<file path="config.mk">
export PLATFORM = sky130hd
export DESIGN_NAME = phf_div
export DESIGN_NICKNAME = d
export VERILOG_FILES = /design/src/hdl/phf_pkg.sv /design/src/hdl/phf_div.sv
export SDC_FILE = /design/constraint.sdc
export NUM_CORES = 1
export LEC_CHECK = 0
export BUFFER_PORTS_ARGS = -buffer_cell sky130_fd_sc_hd__buf_2
export CAP_MARGIN = 0
export CORE_ASPECT_RATIO = 1.75
export CORE_MARGIN = 4
export CORE_UTILIZATION = 50
export DETAILED_ROUTE_END_ITERATION = 8
export GPL_ROUTABILITY_DRIVEN = 0
export HOLD_SLACK_MARGIN = 0.08
export PLACE_DENSITY = 0.76
export SLEW_MARGIN = 20
export SYNTH_ARGS = -nofsm -noshare
export SYNTH_HDL_FRONTEND = slang
export SYNTH_SLANG_ARGS = --single-unit
export TNS_END_PERCENT = 1
</file>
<file path="constraint.sdc">
create_clock -name clk -period 2.1 [get_ports clk]
set_input_delay 0.42 -clock clk [delete_from_list [all_inputs] [get_ports clk]]
set_output_delay 0.42 -clock clk [all_outputs]
set_load 0.01 [all_outputs]
</file>
<file path="src/hdl/phf_pkg.sv">
`default_nettype none
// ----------------------------------------------------------------------------
// phf_pkg
// Shared widths, types and codes for the peak half-wave frequency block.
// ----------------------------------------------------------------------------
package phf_pkg;

    localparam int STORE_DEPTH = 4096;
    localparam int IDX_W       = $clog2(STORE_DEPTH);
    localparam int SMP_W       = 16;
    localparam int POS_W       = 13;              // window bounds and walk position
    localparam int CNT_W       = 14;              // step count of both walks
    localparam int SHIFT_W     = 4;
    localparam int FREQ_W      = 16;
    localparam int DVD_W       = 20;              // rate register * 10
    localparam int DSR_W       = CNT_W + 1;       // (count - 1) * 2
    localparam int STEP_W      = $clog2(DVD_W);
    localparam int ADDR_W      = 5;
    localparam int DATA_W      = 32;

    typedef logic [SMP_W-1:0]   sample_t;
    typedef logic [IDX_W-1:0]   idx_t;
    typedef logic [POS_W-1:0]   pos_t;
    typedef logic [CNT_W-1:0]   cnt_t;
    typedef logic [FREQ_W-1:0]  freq_t;
    typedef logic [SHIFT_W-1:0] shift_t;
    typedef logic [DVD_W-1:0]   dvd_t;
    typedef logic [DSR_W-1:0]   dsr_t;
    typedef logic [2:0]         reg_idx_t;

    localparam logic REQ_WRITE = 1'b0;
    localparam logic REQ_QUERY = 1'b1;

    localparam reg_idx_t REG_MIDPOINT   = 3'd0;
    localparam reg_idx_t REG_ACC_SHIFT  = 3'd1;
    localparam reg_idx_t REG_VALID_PEAK = 3'd2;
    localparam reg_idx_t REG_CROSS_BACK = 3'd3;
    localparam reg_idx_t REG_CROSS_FWD  = 3'd4;
    localparam reg_idx_t REG_SMP_RATE   = 3'd5;

    localparam sample_t RST_MIDPOINT   = 16'd32768;
    localparam shift_t  RST_ACC_SHIFT  = 4'd0;
    localparam sample_t RST_VALID_PEAK = 16'd4;
    localparam sample_t RST_CROSS_BACK = 16'd2;
    localparam sample_t RST_CROSS_FWD  = 16'd2;
    localparam sample_t RST_SMP_RATE   = 16'd1024;

    localparam freq_t FREQ_MAX = '1;

endpackage
`default_nettype wire

</file>
<file path="src/hdl/phf_div.sv">
`default_nettype none
// ----------------------------------------------------------------------------
// phf_div
// Restoring divider, one quotient bit per cycle, pulses done when finished.
// ----------------------------------------------------------------------------
module phf_div (
    input  wire logic              clk,
    input  wire logic              rst_n,
    input  wire logic              start,
    input  wire phf_pkg::dvd_t     dividend,
    input  wire phf_pkg::dsr_t     divisor,
    output logic                   done,
    output phf_pkg::dvd_t          quotient
);

    logic                          busy_reg, busy_next;
    logic                          done_reg, done_next;
    logic [phf_pkg::STEP_W-1:0]    step_reg, step_next;
    phf_pkg::dvd_t                 dvd_reg, dvd_next;
    phf_pkg::dsr_t                 rem_reg, rem_next;
    phf_pkg::dsr_t                 dsr_reg, dsr_next;

    logic [phf_pkg::DSR_W:0]       shifted;
    logic [phf_pkg::DSR_W+1:0]     diff;

    always_comb
    begin
        shifted   = {rem_reg, dvd_reg[phf_pkg::DVD_W-1]};
        diff      = {1'b0, shifted} - {2'b00, dsr_reg};
        busy_next = busy_reg;
        done_next = 1'b0;
        step_next = step_reg;
        dvd_next  = dvd_reg;
        rem_next  = rem_reg;
        dsr_next  = dsr_reg;
        if (start)
        begin
            busy_next = 1'b1;
            step_next = '0;
            dvd_next  = dividend;
            rem_next  = '0;
            dsr_next  = divisor;
        end
        else if (busy_reg)
        begin
            // shift in one dividend bit, subtract when it fits
            if (!diff[phf_pkg::DSR_W+1])
            begin
                rem_next = diff[phf_pkg::DSR_W-1:0];
                dvd_next = {dvd_reg[phf_pkg::DVD_W-2:0], 1'b1};
            end
            else
            begin
                rem_next = shifted[phf_pkg::DSR_W-1:0];
                dvd_next = {dvd_reg[phf_pkg::DVD_W-2:0], 1'b0};
            end
            step_next = step_reg + 1'b1;
            if (step_reg == phf_pkg::STEP_W'(phf_pkg::DVD_W - 1))
            begin
                busy_next = 1'b0;
                done_next = 1'b1;
            end
        end
    end

    always_ff @(posedge clk or negedge rst_n)
    begin
        if (!rst_n)
        begin
            busy_reg <= 1'b0;
            done_reg <= 1'b0;
            step_reg <= '0;
        end
        else
        begin
            busy_reg <= busy_next;
            done_reg <= done_next;
            step_reg <= step_next;
        end
    end

    always_ff @(posedge clk)
    begin
        dvd_reg <= dvd_next;
        rem_reg <= rem_next;
        dsr_reg <= dsr_next;
    end

    assign done     = done_reg;
    assign quotient = dvd_reg;

endmodule
`default_nettype wire
</file>
==> metrics, run 1 <==
status=finished, violations left; failing checks=negative setup slack; post-route ant nets=0; clock sink count=57; setup TNS=-0.689 ns; async set-reset flop share out of synthesis=0.123; Die Footprint=7590 um^2; Worst EP arrival=around 2.3 ns; TritonCTS clock tree=built; maximum fanout along the worst path=6; area of the multi-input gates=1610 um^2; Final Hold Vio Count=0; power per cell area=1170 nW/um^2; Final Max Slew Viols=0; H-tree levels=3; Register Area=1530 um^2; worst path cell trace=inv_1 -> ha_1 -> a211oi_1 -> a21oi_2 -> a21oi_4 -> a21bo_4 -> mux2_2; NumNets Final=434; skew final=0.0105 ns; P&R area growth vs syn=32.3%; post-DP HPWL=5450 um; DR WL/cell=16.4 um; GRT Max-Usage Layer=met2; RSZ-0062 raised after global routing=true; pin slew with the least headroom to its limit=0.533 ns; Tcrit/Tclk final=1.06; max-cap violation count=0; CP delay by family, top=compound AO/OA/AOI/OAI gates; max FFs per register=20; DP Worst Slack=-0.104 ns; pin count of the biggest net entering global routing=22; Setup crit start kind=flip-flop; Max Fclk=451 MHz; Post-DP Area=3730 um^2; YS warnings=0; Worst Path Buf+Inv=1; DIE HEIGHT=112 um; vias=approximately 2600; flops & latches, synth=57; type of element capturing the critical path=flip-flop; first-pass GRT wire length=~12000 um; routing usage on met3=0.0490; Core Region=5970 um^2; crit path kind=reg -> reg; CTS Buf Count=9; register area share after synthesis=0.492; CTS root buf=clkbuf_8; CTS max path bufs=2; Synth cell types=53; CP required=2.19 ns; total wire length=7580 um; routed vias/inst=~5.6; Max IR drop VDD=between 700 and 800 uV; Placement Rows=37; Worst-path clk slew=approximately 0.06 ns; ant diodes=0; Syn Std Cell Area=between 3000 and 4000 um^2; setup ws final=-0.116 ns; syn avg cell area=approximately 11 um^2; synthesized instance count=279; Filler cells=442; global route total overflow=0; post-route design area=4110 um^2; EDFF count, synth=35; ys flop type=edfxtp_1; Final Critical Period=2.22 ns; initial core utilization=0.520; share of cells above drive strength 1=0.417; crit-path max cell delay=around 0.4 ns; vias in the first global route=2722; Final Setup Violations=14; Die W=67.6 um; Slew HR=0.643; Hold Crit Class=in -> reg; Port Buffers=58; drt drc=0; Syn Nets=334; met2 Resource Use GR=0.381; initial antenna violation count=0; met1 Usage GRT=0.226; drt first pass iters=4; Leakage=1.83 nW; Min Hold Slack=0.256 ns; Clk Latency, worst-skew pair=0.34 ns; DRT iter0 DRCs=153; gr usage total=0.220; CP max-delay cell=a211oi_1; I/O Pins=59
synth_stat cells (all sizes together), types with 7 or more instances:
library cell,instances,share of area
nor2,22,0.027
dfxtp,15,0.097
nand2,16,0.019
mux2i,8,0.026
a21oi,15,0.030
nand3,8,0.013
inv,22,0.027
dfrtp,7,0.056
o21ai,13,0.021
ha,16,0.064
edfxtp,35,0.34
mux2,20,0.073
placed cells by master, fill, tap and decap left out, types with 10 or more instances in the layout:
master,synthesis,routed
buf_2,0,58
a21oi_1,12,10
edfxtp_1,35,35
nand2_1,16,15
ha_1,16,14
inv_1,22,21
buf_4,1,36
nor2_1,22,22
mux2_2,20,20
dfxtp_1,15,15
final timing paths:
check | from | to | slack, ns | cells after the start
max in group asynchronous | rst_n | step_reg[3] | 1.51 | 2
min | divisor[7] | dsr_reg[7] | 0.26 | 1
max reg2reg | dsr_reg[10] | quotient[0] | -0.12 | 7
max | dsr_reg[10] | quotient[0] | -0.12 | 7
min in group asynchronous | rst_n | step_reg[4] | 0.44 | 2
min reg2reg | rem_reg[14] | rem_reg[14] | 0.53 | 2
stage by stage:
| step | power (mW) | utilization | std cells |
|---|---|---|---|
| after floorplan | 2.79 | - | 279 |
| after global placement | 3.40 | 0.625 | 442 |
| after detailed placement | 3.45 | 0.625 | 442 |
| after CTS | 4.68 | 0.676 | 461 |
| after global routing | 5.10 | 0.688 | 462 |
| final | 4.81 | 0.688 | 462 |
area by class of cell:
type / count / share of cell area
Timing Repair Buffer: 96 / 0.142
Sequential cell: 57 / 0.371
Clock buffer: 9 / 0.0301
Clock inverter: 7 / 0.0207
Inverter: 22 / 0.0201
Multi-Input combinational cell: 193 / 0.392
Tap cell: 78 / 0.0238
repair_timing:
action	4_1_cts	5_1_grt
gates resized for setup	14	12
setup buffers	0	1
pin swaps	14	11
hold buffers	1	0
cloned	2	0
endpoints found under the setup margin	15	16
endpoints found under the hold margin	7	0
kinds of logic after synthesis:
group,synth area share
buffers and inverters,0.0411
adders and majority gates,0.0709
AOI/OAI and AO/OA,0.162
xor gates and xnor gates,0.0282
DFF,0.492
and+or+nand+nor,0.108
muxes,0.0983
metal layers:
layer / part of all wire / wire, um / vias up
met5: 0 / 0 / -
met4: 0.044 / 332 / 0
met3: 0.049 / 372 / 23
met2: 0.56 / 4240 / 88
met1: 0.35 / 2640 / 1236
li1: - / - / 1239
where the power goes:
part	switching [mW]	internal [mW]	total, mW
Combinational	1.10	1.09	2.19
Clock	0.430	0.654	1.08
Sequential	0.139	1.40	1.54
Total	1.67	3.14	4.81
No activity file was read; power rests on OpenSTA's default activity.
==> run 2: changes to the inputs <==
- CORE_ASPECT_RATIO: 1.75 -> default
==> run 2 against run 1 <==
- the flow still finishes with violations (negative setup slack)
- clock skew hardly changed
- first-iteration DRC count is 3.9% higher
- maximum frequency is 2.1% higher
- sequential cell count stayed put
- critical path type unchanged
- critical endpoint is now rem_reg[14]
- largest power group unchanged
==> metrics, run 2 (synthesized netlist as in run 1, its figures left out) <==
Register Area=1530 um^2 (unchanged); pin slew with the least headroom to its limit=0.431 ns (was 0.533 ns); CTS root buf=clkbuf_8 (unchanged); Port Buffers=58 (unchanged); Setup crit start kind=flip-flop (unchanged); clock sink count=57 (unchanged); CTS Buf Count=9 (unchanged); setup ws final=-0.0709 ns (was -0.116 ns); type of element capturing the critical path=flip-flop (unchanged); H-tree levels=3 (unchanged); crit path kind=reg -> reg (unchanged); r2r worst-path depth=10 (was 7); initial antenna violation count=0 (unchanged); Worst-path clk slew=0.08 ns (was 0.06 ns); pin count of the biggest net entering global routing=35 (was 22); clock power share=0.209 (was 0.225); Net Sw Power=1.63 mW (was 1.67 mW); ant diodes=0 (unchanged); most frequent cells in the layout=58 x buf_2, 35 x edfxtp_1, 34 x buf_4 (was 58 x buf_2, 36 x buf_4, 35 x edfxtp_1); Gate power share=0.453 (was 0.455); Leakage=1.80 nW (was 1.83 nW); gr usage total=0.196 (was 0.220); routed vias/inst=5.45 (was 5.60); status=finished, violations left (unchanged); Hold Crit Class=in -> reg (unchanged); Max IR drop VDD=679 uV (was 755 uV); Final Max Slew Viols=0 (unchanged); share of cells above drive strength 1=0.405 (was 0.417); Placement Rows=28 (was 37); first-pass GRT wire length=11600 um (was 12500 um); Final Power=4.54 mW (was 4.81 mW); CTS max path bufs=2 (unchanged); maximum fanout along the worst path=5 (was 6); I/O Pins=59 (unchanged); global route total overflow=0 (unchanged); drt first pass iters=4 (unchanged); post-route ant nets=0 (unchanged); Die W=86.8 um (was 67.6 um); total wire length=6940 um (was 7580 um); DRT iter0 DRCs=159 (was 153); failing checks=negative setup slack (unchanged); Reg2Reg Setup Slack=-0.07 ns (was -0.12 ns); reg2reg start=quotient[19] (was dsr_reg[10]); Post-DP Area=3720 um^2 (was 3730 um^2); Net Sw Frac=0.359 (was 0.347); area of the multi-input gates=1570 um^2 (was 1610 um^2); drt drc=0 (unchanged); initial core utilization=0.518 (was 0.520); Slew HR=0.712 (was 0.643); worst hold path endpoint=dsr_reg[6] (was dsr_reg[7]); DR WL/cell=15.1 um (was 16.4 um); Int Pwr=2.91 mW (was 3.14 mW); most common cell after layout, fill and taps aside=buf_2 (unchanged); CP required=2.32 ns (was 2.19 ns); Tcrit/Tclk final=1.03 (was 1.06); HP Start=divisor[6] (was divisor[7]); TritonCTS clock tree=built (unchanged); Max Fclk=461 MHz (was 451 MHz); Clk Latency, worst-skew pair=0.34 ns (about the same); Core Region=5990 um^2 (was 5970 um^2); Final Setup Violations=14 (unchanged); Final Critical Period=2.17 ns (was 2.22 ns); Die Footprint=7540 um^2 (was 7590 um^2); NumNets Final=433 (was 434); power per cell area=1120 nW/um^2 (was 1170 nW/um^2); sequential power share=0.338 (was 0.320); depth of the worst hold-timing path=1 (unchanged); RSZ-0062 raised after global routing=true (unchanged); post-DP HPWL=4870 um (was 5450 um); P&R area growth vs syn=30.1% (was 32.3%); skew final=0.0108 ns (was 0.0105 ns); Crit Reg-Reg Endpoint=rem_reg[14] (was quotient[0]); vias=2494 (was 2586); post-route design area=4040 um^2 (was 4110 um^2); Filler cells=457 (was 442); max FFs per register=20 (unchanged); max-cap violation count=0 (unchanged); DIE HEIGHT=86.8 um (was 112 um); Final Hold Vio Count=0 (unchanged); Worst EP arrival=2.39 ns (was 2.30 ns); vias in the first global route=2475 (was 2722)
run 2: timing repair:
item                                   CTS  global route
hold buffers                             1             0
endpoints found under the hold margin    7             0
pin swaps                               17            12
resized for setup                        5            13
setup endpoints to repair               15            16
gates cloned                             1             1
setup buffers                            2             1
run 2: through the flow:
step                instances  hold slack, ns  setup slack [ns]   util  TNS [ns]
floorplan                 279           0.124            -0.164      -     -1.37
global placement          436           0.259           -0.0415  0.621    -0.259
detailed placement        436           0.259            -0.130  0.621     -1.08
CTS                       456           0.254            -0.116  0.660     -1.10
global route              458           0.256            -0.194  0.674     -2.27
finish                    458           0.259           -0.0709  0.674    -0.565
run 2: worst max-delay path by stage:
stage / endpoint / startpoint / slack, ns
floorplan: rem_reg[3] / quotient[19] / -0.16
global placement: quotient[0] / dsr_reg[13] / -0.04
detailed placement: rem_reg[10] / quotient[19] / -0.13
CTS: rem_reg[10] / quotient[19] / -0.12
global route: rem_reg[13] / dsr_reg[2] / -0.19
finish: rem_reg[14] / quotient[19] / -0.07
run 2: metal layers:
| metal | part of all wire | GRT usage |
|---|---|---|
| met1 | 0.44 | 0.252 |
| met2 | 0.48 | 0.314 |
| met3 | 0.064 | 0.0542 |
| met5 | 0 | 0 |
| met4 | 0.015 | 0.0751 |
run 2: critical path, cell delays in order, from the launching register on:
cell	delay [ns]
edfxtp_1	0.35
inv_1	0.05
ha_2	0.19
fa_2	0.35
nand2b_4	0.16
a21o_4	0.22
a21oi_4	0.20
buf_6	0.15
a21boi_2	0.09
a32oi_1	0.22
o21ai_1	0.10
run 2: final cells by class:
type                            instances  share of cell area
Clock inverter                          5              0.0102
Timing Repair Buffer                   95               0.145
Clock buffer                           11              0.0350
Inverter                               22              0.0204
Sequential cell                        57               0.378
Tap cell                               75              0.0232
Multi-Input combinational cell        193               0.388
run 2: power groups by stage:
stage	clock network [mW]	registers (mW)	logic, mW
CTS	0.957	1.53	1.95
detailed placement	0	1.55	1.86
finish	0.948	1.53	2.06
floorplan	0	1.55	1.24
global placement	0	1.55	1.82
global route	1.01	1.56	2.27
